### src/sv/firch_pkg.sv
// shared constants, types and codes of the circular history fir filter
// depends on nothing
package firch_pkg;

  // filter length and word widths
  localparam int TAPS    = 51;
  localparam int DATA_W  = 16;
  localparam int TSEL_W  = 6;
  localparam int IDX_W   = (TAPS > 1) ? $clog2(TAPS) : 1;
  localparam int PROD_W  = 2 * DATA_W;
  localparam int ACC_W   = PROD_W + IDX_W + 1;
  localparam int FRAC_SH = DATA_W - 1;

  // input word operation codes
  typedef enum logic [0:0] {
    OP_FILTER = 1'b0,
    OP_COEF   = 1'b1
  } op_e;

  // sequencer states
  typedef enum logic [2:0] {
    ST_IDLE,
    ST_MAC,
    ST_DRAIN,
    ST_ROUND
  } state_e;

  // sequencer to datapath control
  typedef struct packed {
    logic acc_clr;
    logic rd_vld;
    logic rd_ok;
    logic load;
  } mac_ctrl_t;

  // datapath to sequencer status
  typedef struct packed {
    logic out_free;
  } mac_stat_t;

endpackage

### src/sv/firch_ram.sv
// generic single write, single read ram with registered read data
// depends on nothing
module firch_ram #(
  parameter int WIDTH = 16,
  parameter int DEPTH = 64,
  parameter int ADDR_W = (DEPTH > 1) ? $clog2(DEPTH) : 1
) (
  input  logic              clk_i,
  input  logic              we_i,
  input  logic [ADDR_W-1:0] waddr_i,
  input  logic [WIDTH-1:0]  wdata_i,
  input  logic              re_i,
  input  logic [ADDR_W-1:0] raddr_i,
  output logic [WIDTH-1:0]  rdata_o
);

  logic [WIDTH-1:0] mem_q [DEPTH];
  logic [WIDTH-1:0] rdata_q;

  // write port
  always_ff @(posedge clk_i) begin
    if (we_i) begin
      mem_q[waddr_i] <= wdata_i;
    end
  end

  // registered read port
  always_ff @(posedge clk_i) begin
    if (re_i) begin
      rdata_q <= mem_q[raddr_i];
    end
  end

  assign rdata_o = rdata_q;

endmodule

### src/sv/firch_seq.sv
// sequencer: input handshake, ring write slot, valid bits and tap walk
// depends on firch_pkg
module firch_seq (
  input  logic                        clk_i,
  input  logic                        rst_ni,
  input  logic                        in_valid_i,
  output logic                        in_ready_o,
  input  logic                        op_i,
  input  logic [firch_pkg::TSEL_W-1:0] tap_index_i,
  output logic                        tap_we_o,
  output logic [firch_pkg::IDX_W-1:0] tap_waddr_o,
  output logic                        hist_we_o,
  output logic [firch_pkg::IDX_W-1:0] hist_waddr_o,
  output logic                        rd_en_o,
  output logic [firch_pkg::IDX_W-1:0] tap_raddr_o,
  output logic [firch_pkg::IDX_W-1:0] hist_raddr_o,
  output firch_pkg::mac_ctrl_t        ctrl_o,
  input  firch_pkg::mac_stat_t        stat_i
);
  import firch_pkg::*;

  localparam logic [IDX_W-1:0] LAST = IDX_W'(TAPS - 1);

  state_e           state_q, state_d;
  logic [IDX_W-1:0] slot_q, slot_d;
  logic [IDX_W-1:0] cnt_q, cnt_d;
  logic [IDX_W-1:0] idx_q, idx_d;
  logic             drain_q, drain_d;
  logic [TAPS-1:0]  tap_vld_q, tap_vld_d;
  logic [TAPS-1:0]  hist_vld_q, hist_vld_d;
  logic             rd_vld_q, rd_ok_q, rd_ok_d;
  logic [IDX_W-1:0] slot_nxt;
  logic             accept;
  logic             tap_in_range;

  assign accept       = in_valid_i && (state_q == ST_IDLE);
  assign tap_in_range = int'(tap_index_i) < TAPS;
  assign slot_nxt     = (slot_q == LAST) ? '0 : slot_q + IDX_W'(1);

  // state and control registers
  always_ff @(posedge clk_i or negedge rst_ni) begin
    if (!rst_ni) begin
      state_q    <= ST_IDLE;
      slot_q     <= '0;
      cnt_q      <= '0;
      idx_q      <= '0;
      drain_q    <= 1'b0;
      tap_vld_q  <= '0;
      hist_vld_q <= '0;
      rd_vld_q   <= 1'b0;
      rd_ok_q    <= 1'b0;
    end else begin
      state_q    <= state_d;
      slot_q     <= slot_d;
      cnt_q      <= cnt_d;
      idx_q      <= idx_d;
      drain_q    <= drain_d;
      tap_vld_q  <= tap_vld_d;
      hist_vld_q <= hist_vld_d;
      rd_vld_q   <= rd_en_o;
      rd_ok_q    <= rd_ok_d;
    end
  end

  // next state and outputs
  always_comb begin
    state_d        = state_q;
    slot_d         = slot_q;
    cnt_d          = cnt_q;
    idx_d          = idx_q;
    drain_d        = drain_q;
    tap_vld_d      = tap_vld_q;
    hist_vld_d     = hist_vld_q;
    rd_ok_d        = 1'b0;
    in_ready_o     = 1'b0;
    tap_we_o       = 1'b0;
    hist_we_o      = 1'b0;
    rd_en_o        = 1'b0;
    ctrl_o.acc_clr = 1'b0;
    ctrl_o.rd_vld  = rd_vld_q;
    ctrl_o.rd_ok   = rd_ok_q;
    ctrl_o.load    = 1'b0;
    case (state_q)
      ST_IDLE: begin
        in_ready_o = 1'b1;
        if (accept) begin
          if (op_i == OP_COEF) begin
            // coefficient word: write the tap if the index exists
            if (tap_in_range) begin
              tap_we_o                      = 1'b1;
              tap_vld_d[IDX_W'(tap_index_i)] = 1'b1;
            end
          end else begin
            // sample word: overwrite the oldest slot, walk from the new oldest
            hist_we_o          = 1'b1;
            hist_vld_d[slot_q] = 1'b1;
            slot_d             = slot_nxt;
            idx_d              = slot_nxt;
            cnt_d              = '0;
            ctrl_o.acc_clr     = 1'b1;
            state_d            = ST_MAC;
          end
        end
      end
      ST_MAC: begin
        // one tap and one sample read per cycle
        rd_en_o = 1'b1;
        rd_ok_d = tap_vld_q[cnt_q] && hist_vld_q[idx_q];
        cnt_d   = cnt_q + IDX_W'(1);
        idx_d   = (idx_q == LAST) ? '0 : idx_q + IDX_W'(1);
        if (cnt_q == LAST) begin
          drain_d = 1'b0;
          state_d = ST_DRAIN;
        end
      end
      ST_DRAIN: begin
        // wait for the ram read register and the product register to empty
        drain_d = 1'b1;
        if (drain_q) begin
          state_d = ST_ROUND;
        end
      end
      ST_ROUND: begin
        if (stat_i.out_free) begin
          ctrl_o.load = 1'b1;
          state_d     = ST_IDLE;
        end
      end
      default: begin
        state_d = ST_IDLE;
      end
    endcase
  end

  assign tap_waddr_o   = IDX_W'(tap_index_i);
  assign hist_waddr_o  = slot_q;
  assign tap_raddr_o   = cnt_q;
  assign hist_raddr_o  = idx_q;

endmodule

### src/sv/firch_mac.sv
// shared multiply-accumulate unit with rounding, saturation and result register
// depends on firch_pkg
module firch_mac (
  input  logic                                clk_i,
  input  logic                                rst_ni,
  input  firch_pkg::mac_ctrl_t                ctrl_i,
  output firch_pkg::mac_stat_t                stat_o,
  input  logic [firch_pkg::DATA_W-1:0]        tap_rd_i,
  input  logic [firch_pkg::DATA_W-1:0]        hist_rd_i,
  output logic                                out_valid_o,
  input  logic                                out_ready_i,
  output logic signed [firch_pkg::DATA_W-1:0] sample_out_o,
  output logic                                clipped_o
);
  import firch_pkg::*;

  localparam logic signed [ACC_W-1:0] RND_BIAS = ACC_W'(1 << (FRAC_SH - 1));
  localparam logic signed [ACC_W-1:0] SAT_MAX  = ACC_W'((1 << (DATA_W - 1)) - 1);
  localparam logic signed [ACC_W-1:0] SAT_MIN  = -(ACC_W'(1 << (DATA_W - 1)));

  logic signed [PROD_W-1:0] prod_q;
  logic                     prod_vld_q;
  logic signed [ACC_W-1:0]  acc_q;
  logic signed [ACC_W-1:0]  rnd;
  logic signed [DATA_W-1:0] sat_val;
  logic                     sat_clip;
  logic                     out_vld_q;
  logic signed [DATA_W-1:0] out_val_q;
  logic                     out_clip_q;

  // product register, zero for entries never written
  always_ff @(posedge clk_i) begin
    if (ctrl_i.rd_vld) begin
      if (ctrl_i.rd_ok) begin
        prod_q <= $signed(tap_rd_i) * $signed(hist_rd_i);
      end else begin
        prod_q <= '0;
      end
    end
  end

  // accumulator
  always_ff @(posedge clk_i or negedge rst_ni) begin
    if (!rst_ni) begin
      prod_vld_q <= 1'b0;
      acc_q      <= '0;
    end else begin
      prod_vld_q <= ctrl_i.rd_vld;
      if (ctrl_i.acc_clr) begin
        acc_q <= '0;
      end else if (prod_vld_q) begin
        acc_q <= acc_q + ACC_W'(prod_q);
      end
    end
  end

  // round half up to the output grid, then saturate
  always_comb begin
    rnd      = (acc_q + RND_BIAS) >>> FRAC_SH;
    sat_clip = 1'b1;
    if (rnd > SAT_MAX) begin
      sat_val = SAT_MAX[DATA_W-1:0];
    end else if (rnd < SAT_MIN) begin
      sat_val = SAT_MIN[DATA_W-1:0];
    end else begin
      sat_val  = rnd[DATA_W-1:0];
      sat_clip = 1'b0;
    end
  end

  // result register
  always_ff @(posedge clk_i or negedge rst_ni) begin
    if (!rst_ni) begin
      out_vld_q <= 1'b0;
    end else if (ctrl_i.load) begin
      out_vld_q <= 1'b1;
    end else if (out_ready_i) begin
      out_vld_q <= 1'b0;
    end
  end

  always_ff @(posedge clk_i) begin
    if (ctrl_i.load) begin
      out_val_q  <= sat_val;
      out_clip_q <= sat_clip;
    end
  end

  assign stat_o.out_free = !out_vld_q || out_ready_i;
  assign out_valid_o     = out_vld_q;
  assign sample_out_o    = out_val_q;
  assign clipped_o       = out_clip_q;

endmodule

### src/sv/fir_filter_circular_history_core.sv
// Direct-form FIR filter, 51 taps of Q1.15 over a ring of 16-bit samples.
// A coefficient word (op 1) writes one tap and gives no result; an index
// beyond the last tap is ignored. A sample word (op 0) overwrites the
// oldest sample and is accepted, then walks every tap through the shared
// multiply-accumulate unit, which reads one tap and one sample from the
// two RAMs each cycle, then empties the read and product registers, and
// then rounds and saturates. Tap 0 weights the oldest sample. The result
// register lets the next word in while a result waits; a second result
// waits in the round step until the first is taken. Taps and history read
// as zero until written.
module fir_filter_circular_history_core (
  input  logic                                clk_i,
  input  logic                                rst_ni,
  input  logic                                in_valid_i,
  output logic                                in_ready_o,
  input  logic                                op_i,
  input  logic signed [firch_pkg::DATA_W-1:0] sample_in_i,
  input  logic [firch_pkg::TSEL_W-1:0]        tap_index_i,
  input  logic signed [firch_pkg::DATA_W-1:0] tap_value_i,
  output logic                                out_valid_o,
  input  logic                                out_ready_i,
  output logic signed [firch_pkg::DATA_W-1:0] sample_out_o,
  output logic                                clipped_o
);
  import firch_pkg::*;

  logic             tap_we, hist_we, rd_en;
  logic [IDX_W-1:0] tap_waddr, hist_waddr, tap_raddr, hist_raddr;
  logic [DATA_W-1:0] tap_rd, hist_rd;
  mac_ctrl_t        ctrl;
  mac_stat_t        stat;

  // sequencer
  firch_seq u_seq (
    .clk_i        (clk_i),
    .rst_ni       (rst_ni),
    .in_valid_i   (in_valid_i),
    .in_ready_o   (in_ready_o),
    .op_i         (op_i),
    .tap_index_i  (tap_index_i),
    .tap_we_o     (tap_we),
    .tap_waddr_o  (tap_waddr),
    .hist_we_o    (hist_we),
    .hist_waddr_o (hist_waddr),
    .rd_en_o      (rd_en),
    .tap_raddr_o  (tap_raddr),
    .hist_raddr_o (hist_raddr),
    .ctrl_o       (ctrl),
    .stat_i       (stat)
  );

  // coefficient store
  firch_ram #(
    .WIDTH (DATA_W),
    .DEPTH (TAPS)
  ) u_tap_ram (
    .clk_i   (clk_i),
    .we_i    (tap_we),
    .waddr_i (tap_waddr),
    .wdata_i (tap_value_i),
    .re_i    (rd_en),
    .raddr_i (tap_raddr),
    .rdata_o (tap_rd)
  );

  // sample history ring
  firch_ram #(
    .WIDTH (DATA_W),
    .DEPTH (TAPS)
  ) u_hist_ram (
    .clk_i   (clk_i),
    .we_i    (hist_we),
    .waddr_i (hist_waddr),
    .wdata_i (sample_in_i),
    .re_i    (rd_en),
    .raddr_i (hist_raddr),
    .rdata_o (hist_rd)
  );

  // shared multiply-accumulate and result stage
  firch_mac u_mac (
    .clk_i        (clk_i),
    .rst_ni       (rst_ni),
    .ctrl_i       (ctrl),
    .stat_o       (stat),
    .tap_rd_i     (tap_rd),
    .hist_rd_i    (hist_rd),
    .out_valid_o  (out_valid_o),
    .out_ready_i  (out_ready_i),
    .sample_out_o (sample_out_o),
    .clipped_o    (clipped_o)
  );

endmodule

### config.mk
export PLATFORM = sky130hd
export DESIGN_NAME = fir_filter_circular_history_core
export DESIGN_NICKNAME = d
export VERILOG_FILES = /design/src/sv/firch_pkg.sv /design/src/sv/firch_ram.sv /design/src/sv/firch_seq.sv /design/src/sv/firch_mac.sv /design/src/sv/fir_filter_circular_history_core.sv
export SDC_FILE = /design/constraint.sdc
export NUM_CORES = 2
export LEC_CHECK = 0
export BUFFER_PORTS_ARGS = -buffer_cell sky130_fd_sc_hd__buf_2
export CAP_MARGIN = 30
export CORE_ASPECT_RATIO = 1.1
export CORE_MARGIN = 2
export CORE_UTILIZATION = 45
export DETAILED_ROUTE_END_ITERATION = 8
export SYNTH_ARGS = -nofsm -noshare
export SYNTH_HDL_FRONTEND = slang
export SYNTH_SLANG_ARGS = --single-unit
### constraint.sdc
create_clock -name clk_i -period 7.2 [get_ports clk_i]
set_clock_uncertainty 0.1 [all_clocks]
set_input_delay 0 -clock clk_i [delete_from_list [all_inputs] [get_ports clk_i]]
set_output_delay 0 -clock clk_i [all_outputs]
set_load 0.02 [all_outputs]
---- Yosys cells after proc, flatten, opt, wreduce, memory -nomap -nowiden ----
Memories as Yosys holds them, arrays and structs flattened. A register that Yosys moved wholly into a read port is not among the register bits.
Cells that the tools add are included.
storage, ports and cells
  flip-flop bits (word level) ............. 216
  memory bits (writable) .................. 1632
  input port bits ......................... 43
  word-level logic and storage cells ...... 108
  memories kept ........................... 2
operators by class
  add/sub/neg operators ................... 5
  multipliers ............................. 1
  $lt $le $gt $ge ......................... 9
  equal/unequal tests ..................... 11
  muxes and demuxes ....................... 46
  bitwise gates (word level) .............. 3
  reduce and logical (&&, ||, !) cells .... 16
memory list
  memory            words  width  rd ports  clocked after memory_dff  write ports  line             text
  u_hist_ram.mem_q  51     16     1         1                         1            firch_ram.sv:17  logic [WIDTH-1:0] mem_q [DEPTH];
  u_tap_ram.mem_q   51     16     1         1                         1            firch_ram.sv:17
operator list
  operator                                                                             count
  51-bit OR                                                                            2
  39-bit two-way mux                                                                   2
  39-bit by 16-bit adder with 39-bit output, second input constant                     1
  39-bit by 32-bit adder with 39-bit output                                            1
  6-bit two-way mux                                                                    6
  16-bit by 16-bit multiplier with 32-bit output                                       1
  6-bit by 7-bit < comparator with 1-bit output, second input constant                 4
  24-bit by 16-bit > comparator with 1-bit output, second input constant               1
  24-bit by 16-bit < comparator with 1-bit output, second input constant               1
  1-bit two-way mux                                                                    24
  6-bit one-hot mux with 2 select lines                                                2
  6-bit by 1-bit adder with 6-bit output, second input constant                        3
  6-bit equality test, second input constant                                           3
  16-bit two-way mux                                                                   1
  3-bit two-way mux                                                                    5
  1-bit binary-select mux with 6-bit select                                            2
  1-bit demux with 6-bit select                                                        2
  6-bit by 1-bit greater-or-equal comparator with 1-bit output, second input constant  2
  3-bit one-hot mux with 4 select lines                                                1
  2-bit nonzero test                                                                   4
  3-bit by 2-bit equality test with 1-bit output, second input constant                2
  6-bit < comparator, second input constant                                            1
  2-bit by 1-bit inequality test with 1-bit output, second input constant              3
  3-bit AND reduction                                                                  2
  11 further kinds                                                                     15

---- Logic depth before layout (Yosys ltp) ----
  depth in word-level cells ............... 7
  gate-level depth with buffers ........... 23
  gate-level depth less buffers ........... 22

---- Modules after synthesis ----
Synthesis repeated with hierarchy kept, for this count alone.
unflattened totals
  cell total of the unflattened synthesis .. 5211
  area, all modules ....................... 86145.1 µm²
by module, submodules not included
  module     times used  cells an instance  area each (µm²)
  firch_ram  2           1499               32135.8
  firch_mac  1           1693               15693.8
  firch_seq  1           520                6179.7

---- Worst setup path after synthesis ----
Ideal clock, no wire load.
  kind .................................... register to register
  start ................................... register u_hist_ram.rdata_q[4], in the netlist u_hist_ram.rdata_o[4], read port of u_hist_ram.mem_q
  end ..................................... register u_mac.prod_q[22] (data pin)
  setup time .............................. 0.260 ns
  arrival ................................. 5.818 ns
  data required time ...................... 6.840 ns
  setup slack ............................. 1.022 ns
  stages on the path, launching flop included .. 23
  period minus slack after synthesis ...... 6.178 ns
  cells stage by stage .................... edfxtp_1 clkbuf_1 and2_1 fa_1 inv_1 fa_1 fa_1 inv_1 fa_1 fa_1 inv_1 fa_1 inv_1 ha_1 and4_1 nor2b_1 a32o_1 or2_1 a21o_1 a21o_1 a21o_1 a21oi_1 mux2i_1
between the ends
  word-level cells in the longest chain between the ends .. 1
ends and longest elaborated chain
  what                                            line             text
  from (decl)                                     firch_ram.sv:18  logic [WIDTH-1:0] rdata_q;
  16-bit by 16-bit multiplier with 32-bit output  firch_mac.sv:35  prod_q <= $signed(tap_rd_i) * $signed(hist_rd_i);
  to (signal assigned)                            firch_mac.sv:35
  to (decl)                                       firch_mac.sv:21  logic signed [PROD_W-1:0] prod_q;
No other way between the ends.
A chain may end at the register's enable or synchronous reset.

---- Worst setup path after layout ----
  start ................................... register u_tap_ram.rdata_q[10], in the netlist u_tap_ram.rdata_o[10], read port of u_tap_ram.mem_q
  end ..................................... register u_mac.prod_q[30] (data pin)
between the ends
  word-level cells in the longest chain between the ends .. 1
ends and longest elaborated chain
  what                                            line
  from (decl)                                     firch_ram.sv:18
  16-bit by 16-bit multiplier with 32-bit output  firch_mac.sv:35
No other way between the ends.

==> summary.txt <==
Status
  • Status: complete, no violations

Worst setup path
  • Crit path DAT: 7.24 ns
  • Most used cell along the critical path: fa_1
  • Cell Chain, Critical Path: nand2_1 > fa_1 > fa_1 > fa_1 > inv_1 > fa_1 > fa_1 > inv_1 > fa_1 > inv_1 > ha_1 > and4_1 > nand4_1 > nor4_1 > o2111ai_1 > a31oi_1 > o21ai_0 > o21ai_0 > xnor2_1 > nor2_1
  • Worst setup SP type: flip-flop
  • CP peak stage delay: 0.80 ns
  • Cell family with most CP delay: adder cells
  • Worst Path Buf+Inv: 3
  • Crit-path max FO: 16
  • CP Data Required Time: 7.68 ns
  • Slowest-stage cell, CP: edfxtp_1
  • CP endpoint kind: flip-flop
  • Critical path class: flip-flop to flip-flop

Clocking
  • CTS buffer count: 188
  • Clock sinks: 1,879
  • Clock H-tree levels: 4
  • Post-CTS setup buffers: 0
  • Cts hold-fix bufs: 48
  • Clock transition at the registers of the reported paths: 0.06 ns
  • CTS root buffer: clkbuf_16
  • Post-CTS resize count: 0
  • Clock tree buffer depth: 3
  • CTS tree: built
  • Clk Latency, worst-skew pair: 0.85 ns

Die
  • Top Ports: 62
  • Die height: 458 um
  • Starting density of the core: 0.453
  • Die width: 417 um
  • Core box area: 0.186 mm^2
  • Full die area: 0.191 mm^2
  • FP Rows: 166

STA
  • Max-slew headroom: 0.307
  • RSZ-0062 raised after global routing: no
  • Final period utilization: 0.939
  • Slew @ Worst Pin: 1.04 ns
  • Post-layout min period: 6.76 ns
  • Setup TNS: 0 ns
  • Final count of hold timing violations: 0
  • Final Slew Violations: 0
  • Achievable frequency: 148 MHz
  • Final setup violation count: 0

Synthesis
  • Syn_area_per_cell: 18.1 um^2
  • Post-synthesis cell count: 4,660
  • #FFs+latches synth: 1,879
  • Post-synth top area share: 0.610
  • Post-Syn Nets: 5,097
  • Yosys cell types: 81
  • Synthesis Warnings: 0
  • Top cells by area, synth: edfxtp_1, mux4_2, fa_1
  • Mapped cell area: 0.0844 mm^2
  • Post-synthesis sequential area ratio: 0.659
  • Synth area leader: edfxtp_1
  • Ys async rst share: 0.0883
  • Primary FF master, synth: edfxtp_1
  • EDFF count, synth: 1,713

Finish
  • Sequential Area: 0.0556 mm^2
  • Finished Core Util: 0.511
  • Non-Filler Instances: 7,496
  • Multi-input gate area: 0.0270 mm^2
  • Share of cells above drive strength 1: 0.251
  • Area Growth Syn to Fin: 12.7%
  • Fillers: 15.0k
  • Fin nets: 5,338

Drt
  • DR iter-0 viols: 3,889
  • Final WL: 197,000 um
  • DR vias: 42.4k
  • DRC: 0
  • DR WL/cell: 26.3 um
  • Via density: 5.66
  • First-pass DRT Iterations: 5
  • Final ANT Viol Nets: 0

Placed design
  • Port bufs: 61
  • Final HPWL from detailed placement: 119,000 um
  • Placed Cells: 7,085
  • GPL Wtd Cong: 0.815

Run
  • Max cap viols: 0

Global routing
  • Grt met1 use: 0.292
  • Initial antenna violation count: 4
  • Gr ovfl total: 0
  • Met3 Usage GRT: 0.0278
  • Largest net degree at the start of global routing: 129
  • Global route hottest layer: met2
  • M2 GR Usage: 0.351
  • Vias in the first global route: 43.7k
  • First-pass GRT wire length: 293,000 um
  • GRT Util Overall: 0.208

Hold path
  • Hold Path Class: input port to flip-flop
-- cell families (layout without fill, tap and decap cells) --
group,after synthesis,count (layout),share of synthesized area
compound gates,309,309,0.0233
xor+xnor,80,80,0.00830
fa+ha+maj,394,394,0.0818
buf+inv,529,926,0.0244
flops,1879,1879,0.659
mux,597,597,0.152
other cells,0,3,0
simple gates,872,872,0.0519
-- sequential cells by signal, indices dropped and copies added, names as in the netlist, 2 cells and up --
name and count:
u_seq.hist_raddr_o 6, u_mac.prod_q 32, u_seq.state_q 2, u_seq.tap_raddr_o 6
u_tap_ram.rdata_o 16, u_mac.acc_q 39, u_hist_ram.mem_q 816, u_seq.hist_waddr_o 6
u_mac.sample_out_o 16, u_seq.tap_vld_q 51, u_hist_ram.rdata_o 16, u_seq.hist_vld_q 51
u_tap_ram.mem_q 816
-- layer usage --
| layer | part of all wire | vias up |
|---|---|---|
| met1 | 0.43 | 22700 |
| met4 | 0.018 | 4 |
| met5 | 0.00014 | - |
| met2 | 0.51 | 1063 |
| met3 | 0.048 | 220 |
| li1 | - | 18400 |
-- through the flow --
| step | cell area [um^2] | hold slack, ns | setup slack, ns |
|---|---|---|---|
| after floorplan | 84400 | -0.396 | 1.02 |
| after global placement | 88200 | 0.0249 | 0.528 |
| after detailed placement | 88300 | 0.0352 | 0.449 |
| after CTS | 94800 | 0.00712 | 0.446 |
| after global routing | 95100 | 0.0647 | 0.120 |
| final | 95100 | 0.0690 | 0.441 |
-- tightest hold or removal path, stage by stage --
cell	delay [ns]
buf_2	0.15
nor2_1	0.05
nand2_1	0.29
nor2_2	0.05
buf_4	0.25
-- cell type report --
type	instances	area share
flip-flops and latches	1879	0.585
multi-input cells	2252	0.284
clock buffers	254	0.0540
well taps	2436	0.0320
repair buffers	264	0.0241
inverters	316	0.0125
clock inverters	92	0.00917
diodes	3	0.0000789
-- Yosys cell counts, drive strengths merged, types with 5 or more instances --
| library cell | count |
|---|---|
| xor2 | 35 |
| o22ai | 9 |
| o211ai | 7 |
| o21a | 12 |
| nand2 | 235 |
| nand4 | 18 |
| or3 | 8 |
| clkbuf | 147 |
| nand3 | 33 |
| ha | 131 |
| nor3 | 19 |
| nor2 | 217 |
| dfrtp | 166 |
| nand2b | 15 |
| xnor2 | 45 |
| inv | 316 |
| a211oi | 19 |
| mux2i | 50 |
| buf | 66 |
| nand3b | 11 |
| a31oi | 8 |
| mux4 | 544 |
| nor2b | 9 |
| or3b | 5 |
| a21oi | 72 |
| nor3b | 6 |
| o21ai | 107 |
| or2 | 108 |
| edfxtp | 1713 |
| and2 | 149 |
| fa | 263 |
| a21o | 28 |
| nor4b | 6 |
| and3 | 20 |
-- final timing paths --
path                                                          end  slack, ns  cells after the start                             start
min in group asynchronous             u_mac.acc_q[26]$_DFFE_PN0P_       0.31                      4                            rst_ni
worst min register to register   u_seq.hist_vld_q[18]$_DFFE_PN0P_       0.36                      1  u_seq.hist_vld_q[18]$_DFFE_PN0P_
worst max register to register     u_mac.prod_q[30]$_SDFFCE_PN0P_       0.44                     20   u_tap_ram.rdata_o[10]$_DFFE_PP_
worst max-delay path               u_mac.prod_q[30]$_SDFFCE_PN0P_       0.44                     20   u_tap_ram.rdata_o[10]$_DFFE_PP_
worst min-delay path            u_tap_ram.mem_q[20][14]$_DFFE_PP_       0.07                      5                    tap_index_i[0]
max in group asynchronous       u_seq.hist_raddr_o[1]$_DFFE_PN0P_       5.97                      4                            rst_ni
-- cell usage in the layout (no fill, tap or decap), types with 33 or more instances in the layout --
cell / n
a21oi_1: 72
and2_1: 149
buf_2: 60
buf_4: 129
clkbuf_1: 51
clkbuf_16: 191
dfrtp_1: 157
dlygate4sd3_1: 49
edfxtp_1: 1713
fa_1: 263
ha_1: 130
inv_1: 315
mux2i_1: 50
mux4_2: 544
nand2_1: 234
nand3_1: 33
nor2_1: 121
nor2_2: 92
o21ai_0: 96
or2_2: 106
xnor2_1: 45
xor2_1: 35
Power is not shown: default switching activity piles up to over one toggle a cycle in this logic, so the estimate is an artifact.
